[config.mk]
export PLATFORM = sky130hd
export DESIGN_NAME = shortest_job_first_selector_flat
export DESIGN_NICKNAME = d
export VERILOG_FILES = /design/src/design/sjf_pkg.sv /design/src/design/sjf_if.sv /design/src/design/sjf_ram.sv /design/src/design/sjf_ctrl.sv /design/src/design/shortest_job_first_selector.sv /design/src/flat_wrapper.sv
export SDC_FILE = /design/constraint.sdc
export NUM_CORES = 1
export LEC_CHECK = 0
export BUFFER_PORTS_ARGS = -buffer_cell sky130_fd_sc_hd__clkbuf_2
export CORE_MARGIN = 2
export CORE_UTILIZATION = 50
export CTS_CLUSTER_SIZE = 20
export DETAILED_ROUTE_END_ITERATION = 6
export PLACE_DENSITY = 0.66
export RECOVER_POWER = 100
export SETUP_SLACK_MARGIN = 0.02
export SYNTH_ARGS = -nofsm -noshare
export SYNTH_HDL_FRONTEND = slang
export SYNTH_HIERARCHICAL = 1
export SYNTH_SLANG_ARGS = --single-unit
[constraint.sdc]
create_clock -name clk -period 6.4 [get_ports clk]
set_input_delay 0.96 -clock clk [delete_from_list [all_inputs] [get_ports clk]]
set_output_delay 0.96 -clock clk [all_outputs]
set_load 0.03 [all_outputs]
[src/design/sjf_pkg.sv]
// Package for the shortest-job-first selector: field widths, opcodes,
// status codes and the result record shared by the controller and top level.
// No dependencies.
package sjf_pkg;

  // Field widths of the transaction payloads.
  localparam int ID_W    = 16;
  localparam int PRIO_W  = 8;
  localparam int BURST_W = 16;

  // Default number of task slots.
  localparam int SJF_TABLE_DEPTH = 16;

  // First task id after reset and after wrapping.
  localparam logic [ID_W-1:0] FIRST_ID = 16'd1;

  // Request opcodes.
  localparam logic OP_ADD      = 1'b0;
  localparam logic OP_DISPATCH = 1'b1;

  // Result status codes.
  typedef enum logic [1:0] {
    ST_ADDED      = 2'd0,
    ST_FULL       = 2'd1,
    ST_DISPATCHED = 2'd2,
    ST_EMPTY      = 2'd3
  } status_t;

  // One result record as produced by the controller.
  typedef struct packed {
    status_t              status;
    logic [ID_W-1:0]      task_id;
    logic [PRIO_W-1:0]    prio;
    logic [BURST_W-1:0]   burst;
  } sjf_result_t;

endpackage

[src/design/sjf_if.sv]
// Valid/ready channel interfaces for the request and response sides.
// Depends on sjf_pkg for the field widths.
interface sjf_req_if import sjf_pkg::*; ();
  logic                 valid;
  logic                 ready;
  logic                 opcode;
  logic [PRIO_W-1:0]    task_priority;
  logic [BURST_W-1:0]   task_burst;

  modport source (output valid, opcode, task_priority, task_burst, input ready);
  modport sink   (input valid, opcode, task_priority, task_burst, output ready);
endinterface

interface sjf_rsp_if import sjf_pkg::*; ();
  logic                 valid;
  logic                 ready;
  logic [1:0]           status;
  logic [ID_W-1:0]      out_task_id;
  logic [PRIO_W-1:0]    out_priority;
  logic [BURST_W-1:0]   out_burst;

  modport source (output valid, status, out_task_id, out_priority, out_burst, input ready);
  modport sink   (input valid, status, out_task_id, out_priority, out_burst, output ready);
endinterface

[src/design/sjf_ram.sv]
// Generic single-port-write, single-port-read RAM with a registered read.
// No dependencies.
module sjf_ram #(
  parameter int WIDTH = 8,
  parameter int DEPTH = 16
) (
  input  logic                     clk,
  input  logic                     we,
  input  logic [$clog2(DEPTH)-1:0] waddr,
  input  logic [WIDTH-1:0]         wdata,
  input  logic                     re,
  input  logic [$clog2(DEPTH)-1:0] raddr,
  output logic [WIDTH-1:0]         rdata
);

  logic [WIDTH-1:0] mem [DEPTH];

  // Write port and registered read port.
  always_ff @(posedge clk) begin
    if (we) begin
      mem[waddr] <= wdata;
    end
    if (re) begin
      rdata <= mem[raddr];
    end
  end

endmodule

[src/design/sjf_ctrl.sv]
// Sweep controller of the shortest-job-first selector: valid bits, entry count,
// id counter and the read-modify-write sweeps over the task RAM.
// Depends on sjf_pkg, sjf_if (request channel) and an external sjf_ram.
module sjf_ctrl import sjf_pkg::*; #(
  parameter int TABLE_DEPTH = SJF_TABLE_DEPTH,
  parameter int IDX_W       = $clog2(TABLE_DEPTH),
  parameter int WORD_W      = ID_W + PRIO_W + BURST_W + IDX_W
) (
  input  logic              clk,
  input  logic              rst,
  sjf_req_if.sink           req,
  // Task RAM ports.
  output logic              ram_we,
  output logic [IDX_W-1:0]  ram_waddr,
  output logic [WORD_W-1:0] ram_wdata,
  output logic              ram_re,
  output logic [IDX_W-1:0]  ram_raddr,
  input  logic [WORD_W-1:0] ram_rdata,
  // Result hand-off to the output register.
  output logic              res_valid,
  input  logic              res_ready,
  output sjf_result_t       res,
  output logic [IDX_W:0]    entry_count
);

  localparam logic [IDX_W:0] DEPTH_C = (IDX_W + 1)'(TABLE_DEPTH);

  typedef enum logic [1:0] {IDLE, SCAN, FIX, FINISH} state_t;

  state_t                 state;
  logic                   op;
  logic [PRIO_W-1:0]      new_prio;
  logic [BURST_W-1:0]     new_burst;
  logic [IDX_W:0]         rd_idx;
  logic                   pend;
  logic [IDX_W-1:0]       pend_idx;
  logic [TABLE_DEPTH-1:0] valid_bits;
  logic [IDX_W:0]         count;
  logic [ID_W-1:0]        next_id;
  logic [ID_W-1:0]        next_id_next;
  logic                   free_found;
  logic [IDX_W-1:0]       free_idx;
  logic                   best_found;
  logic [IDX_W-1:0]       best_idx;
  logic [ID_W-1:0]        best_id;
  logic [PRIO_W-1:0]      best_prio;
  logic [BURST_W-1:0]     best_burst;
  logic [IDX_W-1:0]       best_age;

  logic                   issue;
  logic                   sweep_done;
  logic                   pend_live;
  logic                   better;
  logic [IDX_W-1:0]       rd_age;
  logic [BURST_W-1:0]     rd_burst;
  logic [PRIO_W-1:0]      rd_prio;
  logic [ID_W-1:0]        rd_id;

  // Entry word layout: {id, priority, burst, age}.
  assign rd_age   = ram_rdata[IDX_W-1:0];
  assign rd_burst = ram_rdata[IDX_W +: BURST_W];
  assign rd_prio  = ram_rdata[IDX_W + BURST_W +: PRIO_W];
  assign rd_id    = ram_rdata[IDX_W + BURST_W + PRIO_W +: ID_W];

  // Sweep address generation: one read per cycle, data returns in the next cycle.
  assign issue      = ((state == SCAN) || (state == FIX)) && (rd_idx != DEPTH_C);
  assign sweep_done = (rd_idx == DEPTH_C) && !pend;
  assign pend_live  = pend && valid_bits[pend_idx];
  assign ram_re     = issue;
  assign ram_raddr  = rd_idx[IDX_W-1:0];

  // Smaller burst wins; on equal bursts the younger entry wins.
  assign better = !best_found || (rd_burst < best_burst) ||
                  ((rd_burst == best_burst) && (rd_age < best_age));

  assign next_id_next = (next_id == '1) ? FIRST_ID : next_id + 1'b1;

  assign req.ready   = (state == IDLE);
  assign res_valid   = (state == FINISH);
  assign entry_count = count;

  // Write-back of the entry read last cycle. The read runs one entry ahead of
  // the write, so the two never touch the same entry and need no forwarding.
  always_comb begin
    ram_we    = 1'b0;
    ram_waddr = pend_idx;
    ram_wdata = ram_rdata;
    unique case (state)
      SCAN: begin
        if (op == OP_ADD && pend_live) begin
          ram_we    = 1'b1;
          ram_wdata = {ram_rdata[WORD_W-1:IDX_W], rd_age + 1'b1};
        end else if (op == OP_ADD && sweep_done) begin
          ram_we    = 1'b1;
          ram_waddr = free_idx;
          ram_wdata = {next_id, new_prio, new_burst, {IDX_W{1'b0}}};
        end
      end
      FIX: begin
        if (pend_live && rd_age > best_age) begin
          ram_we    = 1'b1;
          ram_wdata = {ram_rdata[WORD_W-1:IDX_W], rd_age - 1'b1};
        end
      end
      default: begin
      end
    endcase
  end

  // Sequencer state, table bookkeeping and the result record.
  always_ff @(posedge clk) begin
    if (rst) begin
      state      <= IDLE;
      pend       <= 1'b0;
      valid_bits <= '0;
      count      <= '0;
      next_id    <= FIRST_ID;
    end else begin
      unique case (state)
        IDLE: begin
          if (req.valid) begin
            op         <= req.opcode;
            new_prio   <= req.task_priority;
            new_burst  <= req.task_burst;
            rd_idx     <= '0;
            pend       <= 1'b0;
            free_found <= 1'b0;
            best_found <= 1'b0;
            if (req.opcode == OP_ADD && count == DEPTH_C) begin
              res   <= '{status: ST_FULL, default: '0};
              state <= FINISH;
            end else if (req.opcode == OP_DISPATCH && count == '0) begin
              res   <= '{status: ST_EMPTY, default: '0};
              state <= FINISH;
            end else begin
              state <= SCAN;
            end
          end
        end
        SCAN: begin
          if (issue) begin
            rd_idx <= rd_idx + 1'b1;
          end
          pend     <= issue;
          pend_idx <= rd_idx[IDX_W-1:0];
          // Add: remember the lowest free slot. Dispatch: track the best entry.
          if (pend && op == OP_ADD && !free_found && !valid_bits[pend_idx]) begin
            free_found <= 1'b1;
            free_idx   <= pend_idx;
          end
          if (pend_live && op == OP_DISPATCH && better) begin
            best_found <= 1'b1;
            best_idx   <= pend_idx;
            best_id    <= rd_id;
            best_prio  <= rd_prio;
            best_burst <= rd_burst;
            best_age   <= rd_age;
          end
          if (sweep_done) begin
            if (op == OP_ADD) begin
              valid_bits[free_idx] <= 1'b1;
              count   <= count + 1'b1;
              next_id <= next_id_next;
              res     <= '{status: ST_ADDED, task_id: next_id, default: '0};
              state   <= FINISH;
            end else begin
              valid_bits[best_idx] <= 1'b0;
              count  <= count - 1'b1;
              res    <= '{status: ST_DISPATCHED, task_id: best_id,
                          prio: best_prio, burst: best_burst};
              rd_idx <= '0;
              state  <= FIX;
            end
          end
        end
        FIX: begin
          if (issue) begin
            rd_idx <= rd_idx + 1'b1;
          end
          pend     <= issue;
          pend_idx <= rd_idx[IDX_W-1:0];
          if (sweep_done) begin
            state <= FINISH;
          end
        end
        FINISH: begin
          if (res_ready) begin
            state <= IDLE;
          end
        end
        default: begin
          state <= IDLE;
        end
      endcase
    end
  end

endmodule

[src/design/shortest_job_first_selector.sv]
// Top level of the shortest-job-first selector: task RAM, sweep controller
// and response register. Depends on sjf_pkg, sjf_if, sjf_ram and sjf_ctrl.
//
// The block keeps up to TABLE_DEPTH pending tasks in one RAM entry each, with
// a valid bit per slot in flip-flops. It works on one request transaction at a
// time. An add sweeps the table once, one entry per cycle, to age the stored
// tasks and find the lowest free slot, then writes the new task. A dispatch
// sweeps once to find the smallest burst (ties to the most recently added
// task) and a second time to close the age gap left by the removed task. An
// add into a full table or a dispatch from an empty one answers without a
// sweep. The next request is taken after the response is loaded. The response
// sits in an output register, so a new request is taken while a response still
// waits.
module shortest_job_first_selector import sjf_pkg::*; #(
  parameter int TABLE_DEPTH = SJF_TABLE_DEPTH
) (
  input  logic      clk,
  input  logic      rst,
  sjf_req_if.sink   req,
  sjf_rsp_if.source rsp
);

  localparam int IDX_W  = $clog2(TABLE_DEPTH);
  localparam int WORD_W = ID_W + PRIO_W + BURST_W + IDX_W;
  localparam logic [IDX_W:0] DEPTH_C = (IDX_W + 1)'(TABLE_DEPTH);

  logic              ram_we;
  logic [IDX_W-1:0]  ram_waddr;
  logic [WORD_W-1:0] ram_wdata;
  logic              ram_re;
  logic [IDX_W-1:0]  ram_raddr;
  logic [WORD_W-1:0] ram_rdata;
  logic              res_valid;
  logic              res_ready;
  sjf_result_t       res;
  logic [IDX_W:0]    entry_count;
  logic              out_valid;
  sjf_result_t       out_res;

  sjf_ram #(
    .WIDTH (WORD_W),
    .DEPTH (TABLE_DEPTH)
  ) u_ram (
    .clk   (clk),
    .we    (ram_we),
    .waddr (ram_waddr),
    .wdata (ram_wdata),
    .re    (ram_re),
    .raddr (ram_raddr),
    .rdata (ram_rdata)
  );

  sjf_ctrl #(
    .TABLE_DEPTH (TABLE_DEPTH),
    .IDX_W       (IDX_W),
    .WORD_W      (WORD_W)
  ) u_ctrl (
    .clk         (clk),
    .rst         (rst),
    .req         (req),
    .ram_we      (ram_we),
    .ram_waddr   (ram_waddr),
    .ram_wdata   (ram_wdata),
    .ram_re      (ram_re),
    .ram_raddr   (ram_raddr),
    .ram_rdata   (ram_rdata),
    .res_valid   (res_valid),
    .res_ready   (res_ready),
    .res         (res),
    .entry_count (entry_count)
  );

  // Response register: loads when empty or when its transaction completes.
  assign res_ready = !out_valid || rsp.ready;

  always_ff @(posedge clk) begin
    if (rst) begin
      out_valid <= 1'b0;
    end else begin
      if (res_valid && res_ready) begin
        out_valid <= 1'b1;
        out_res   <= res;
      end else if (rsp.ready) begin
        out_valid <= 1'b0;
      end
    end
  end

  assign rsp.valid        = out_valid;
  assign rsp.status       = out_res.status;
  assign rsp.out_task_id  = out_res.task_id;
  assign rsp.out_priority = out_res.prio;
  assign rsp.out_burst    = out_res.burst;

  // The entry count never exceeds the table size.
  a_count_bound: assert property (@(posedge clk) disable iff (rst)
    entry_count <= DEPTH_C)
    else $error("entry count exceeds table depth");

  // Only a dispatched task carries a priority and a burst.
  a_zero_fields: assert property (@(posedge clk) disable iff (rst)
    rsp.valid && rsp.status != ST_DISPATCHED |-> rsp.out_priority == '0 && rsp.out_burst == '0)
    else $error("non-dispatch response carries task fields");

  // An added task never gets id zero.
  a_nonzero_id: assert property (@(posedge clk) disable iff (rst)
    rsp.valid && rsp.status == ST_ADDED |-> rsp.out_task_id != '0)
    else $error("added task got id zero");

  // After a request transaction the block is not ready again in the next cycle.
  a_busy_after_req: assert property (@(posedge clk) disable iff (rst)
    req.valid && req.ready |=> !req.ready)
    else $error("request taken while previous one in progress");

endmodule

[src/flat_wrapper.sv]
// flat-port wrapper written by rule: the top's interface ports become plain ports
module shortest_job_first_selector_flat import sjf_pkg::*;
#(
  parameter int TABLE_DEPTH = SJF_TABLE_DEPTH
)
  (clk, rst, req_valid, req_opcode, req_task_priority, req_task_burst, req_ready, rsp_valid, rsp_status, rsp_out_task_id, rsp_out_priority, rsp_out_burst, rsp_ready);
  sjf_req_if req_i ();
  sjf_rsp_if rsp_i ();
  input  logic clk;
  input  logic rst;
  input wire logic [$bits(req_i.valid)-1:0] req_valid;
  input wire logic [$bits(req_i.opcode)-1:0] req_opcode;
  input wire logic [$bits(req_i.task_priority)-1:0] req_task_priority;
  input wire logic [$bits(req_i.task_burst)-1:0] req_task_burst;
  output wire logic [$bits(req_i.ready)-1:0] req_ready;
  output wire logic [$bits(rsp_i.valid)-1:0] rsp_valid;
  output wire logic [$bits(rsp_i.status)-1:0] rsp_status;
  output wire logic [$bits(rsp_i.out_task_id)-1:0] rsp_out_task_id;
  output wire logic [$bits(rsp_i.out_priority)-1:0] rsp_out_priority;
  output wire logic [$bits(rsp_i.out_burst)-1:0] rsp_out_burst;
  input wire logic [$bits(rsp_i.ready)-1:0] rsp_ready;
  assign req_i.valid = req_valid;
  assign req_i.opcode = req_opcode;
  assign req_i.task_priority = req_task_priority;
  assign req_i.task_burst = req_task_burst;
  assign req_ready = req_i.ready;
  assign rsp_valid = rsp_i.valid;
  assign rsp_status = rsp_i.status;
  assign rsp_out_task_id = rsp_i.out_task_id;
  assign rsp_out_priority = rsp_i.out_priority;
  assign rsp_out_burst = rsp_i.out_burst;
  assign rsp_i.ready = rsp_ready;
  shortest_job_first_selector #(.TABLE_DEPTH(TABLE_DEPTH)) u_core (.clk(clk), .rst(rst), .req(req_i), .rsp(rsp_i));
endmodule
==> run_results.csv <==
group,metric,value,unit
power_and_ir_drop,leakage,13.5,nW
synthesis,netlist_area,0.0371,sq mm
finish,drive_gt1_share,19.2,%
synthesis,synth.distinct_cells,67,
worst_setup_path,cp_cell_sequence,"mux4_2 -> nand2b_1 -> o211ai_1 -> a21boi_0 -> o21ai_0 -> a21oi_1 -> nand3b_1 -> nor2_4 -> clkbuf_1",
global_routing,grt_pass1_vias,19300,
floorplan,io_pins,73,
worst_setup_path,path_class,"reg2reg",
placement,pre_cts_ws,1.80,ns
timing,max_freq,185,MHz
clock_network,clockBufferDepth,3,
finish,fin_nets,2059,
worst_setup_path,crit_path_start_kind,"register",
placement,dp.cells,2857,
synthesis,synthMostInstantiatedCell,"edfxtp_1",
finish,antennaDiodeCount,0,
routing,vias,18800,
run,drv_cap,11,
synthesis,synth_fp_nets,1938,
timing,finClkSkew,0.0494,ns
synthesis,synth_warnings,6,
global_routing,grt_use_total,21.8,%
outcome,status,"finished, violations left",
worst_setup_path,cp.required,6.67,ns
worst_setup_path,reg2reg_setup_slack,1.0,ns
worst_setup_path,cp.arrival,5.67,ns
min_path,hp-class,"reg2reg",
clock_network,worst_skew_pair.late_latency,0.69,ns
global_routing,antenna_found_initial,0,
placement,gp_congestion,0.851,
timing,slew_violations,371,
timing,setup_ws,0.997,ns
worst_setup_path,max_stage_delay,0.95,ns
synthesis,synth-edff-count,920,
finish,area_delta_synth_final,12.4,%
timing,period_needed,5.40,ns
global_routing,grt_pass1_wl,124000,um
timing,hold_viol,0,
worst_setup_path,cp_slowest_cell,"a21boi_0",
worst_setup_path,critPathMaxFanout,23,
synthesis,async_flop_share,0,%
synthesis,seq_area_frac_synth,76.7,%
timing,period_share,84.4,%
clock_network,clk_pin_slew,0.06,ns
routing,antenna_left,0,
synthesis,synth_top_area_share,74.5,%
routing,wire_per_inst,27.2,um
timing,rsz0062_at_grt,"false",
global_routing,grt_overflow_total,0,
synthesis,avgSynthCellArea,19.8,sq um
worst_setup_path,worst_setup_path_end_kind,"register",
timing,setup_viol,0,
clock_network,cts_buffers,97,
synthesis,postSynthCellCount,1876,
clock_network,cts_htree_levels,3,
clock_network,root_buffer,"clkbuf_16",
timing,finalSetupTns,0,ns
synthesis,synth_top_area_cell,"edfxtp_1",
timing,relSlewSlack,-121,%
synthesis,synth_area_leaders,"edfxtp_1 74%, mux4_2 11%, dfxtp_1 2.2%, a22oi_1 1.9%, ha_1 1.1%",
floorplan,die-height,276,um
placement,port_buffers,72,
synthesis,synth_commonest_cells,"920 x edfxtp_1, 177 x mux4_2, 93 x nor2_1, 92 x a22oi_1, 91 x nand2_1",
routing,drc,0,
routing,drtPass1Iterations,5,
clock_network,post_cts_buffers,0,
floorplan,rows,99,
routing,totalWireLength,82400,um
clock_network,cts_resized,0,
routing,vias_per_cell,6.19,
timing,tightest_slew,3.32,ns
power_and_ir_drop,p_per_area,431,mW/mm^2
floorplan,initial_core_util,50.7,%
clock_network,tritoncts,"yes",
synthesis,synth_flop_cell,"edfxtp_1",
floorplan,die_area,0.0764,sq mm
routing,drt_iter0_drc,1933,
clock_network,ctsHoldBuffers,0,
floorplan,die_w,276,um
global_routing,grt_max_degree,138,
finish,fillers,5425,
placement,dp_hpwl,46100,um
floorplan,core_area,0.0732,sq mm
clock_network,clock-sinks,961,
synthesis,synth_seq_cells,961,
outcome,violations,"max-capacitance violations, max-slew violations",
power_and_ir_drop,peakVddDrop,0.261,mV
finish,fin_cells,3030,
-- registers in the layout, summed over array words and instances (netlist names), 16 cells and up --
name	cells
u_core/u_ctrl/best_burst	16
u_core/rsp.out_task_id	16
u_core/u_ram/mem	704
u_core/u_ctrl/new_burst	16
u_core/u_ram/rdata	44
u_core/rsp.out_burst	16
u_core/u_ctrl/next_id	16
u_core/u_ctrl/res	42
u_core/u_ctrl/valid_bits	16
u_core/u_ctrl/best_id	16
-- cell families (layout without fill, tap and decap cells) --
| logic type | Yosys count | after routing | synth area share [%] |
|---|---|---|---|
| DFF | 961 | 961 | 76.7 |
| and+or+nand+nor | 289 | 289 | 3.70 |
| AOI/OAI and AO/OA | 234 | 234 | 4.73 |
| muxes | 202 | 202 | 11.4 |
| buffers and inverters | 133 | 328 | 1.71 |
| adders and majority gates | 33 | 33 | 1.13 |
| xor gates and xnor gates | 24 | 24 | 0.567 |
-- worst paths after layout --
| check | start | to | cells past startpoint |
|---|---|---|---|
| hold reg to reg | u_core/u_ctrl/res[25] | u_core/rsp.out_task_id[1] | 0 |
| setup / recovery | u_core/u_ctrl/pend_idx[1] | u_core/u_ram/mem[9][40] | 9 |
| setup reg to reg | u_core/u_ctrl/pend_idx[1] | u_core/u_ram/mem[9][40] | 9 |
| hold / removal | u_core/u_ctrl/res[25] | u_core/rsp.out_task_id[1] | 0 |
-- layer usage --
metal / track usage, % / routed length (um)
met5: 0 / 0
met4: 6.56 / 1910
met1: 31.2 / 34800
met2: 34.8 / 39800
met3: 3.57 / 5810
-- stage by stage --
stage               utilization (%)  hold slack (ns)  total power (W)  instance area [sq um]
floorplan                         -            0.400           0.0111                  37100
CTS                            57.3            0.416           0.0181                  41900
finish                         57.0            0.415           0.0180                  41700
global placement               52.9            0.402           0.0123                  38700
detailed placement             52.9            0.405           0.0124                  38700
global route                   57.0            0.420           0.0187                  41700
-- layout by cell type (no fill, tap or decap), types with 32 or more instances in the layout --
cell         n
a22o_1      40
clkbuf_16   97
ha_1        32
dfxtp_1     41
nor2_1      80
a22oi_1     92
nand2_1     92
inv_1       36
mux4_2     177
edfxtp_1   920
clkbuf_1    81
clkbuf_2    37
-- final cells by class --
class | count | area [sq um] | share of cell area, %
flip-flops and latches | 961 | 28400 | 68.2
multi-input cells | 782 | 8090 | 19.4
clock buffers | 115 | 2490 | 5.98
well taps | 959 | 1200 | 2.88
clock inverters | 58 | 744 | 1.79
repair buffers | 119 | 581 | 1.39
inverters | 36 | 135 | 0.324
-- report_power, final --
group / internal, W / switching, W / total (W)
Combinational: 0.00103 / 0.00251 / 0.00354
Sequential: 0.00850 / 0.000221 / 0.00873
Clock: 0.00333 / 0.00238 / 0.00571
-- worst max-delay path: cells and delay by family, from the launching register on --
family,cells,cell delay (ns)
buf+inv,1,0.75
mux,1,0.41
simple gates,3,1.43
compound gates,4,1.82
flops,1,0.55
Note: power is estimated with default switching activity, not from simulation.
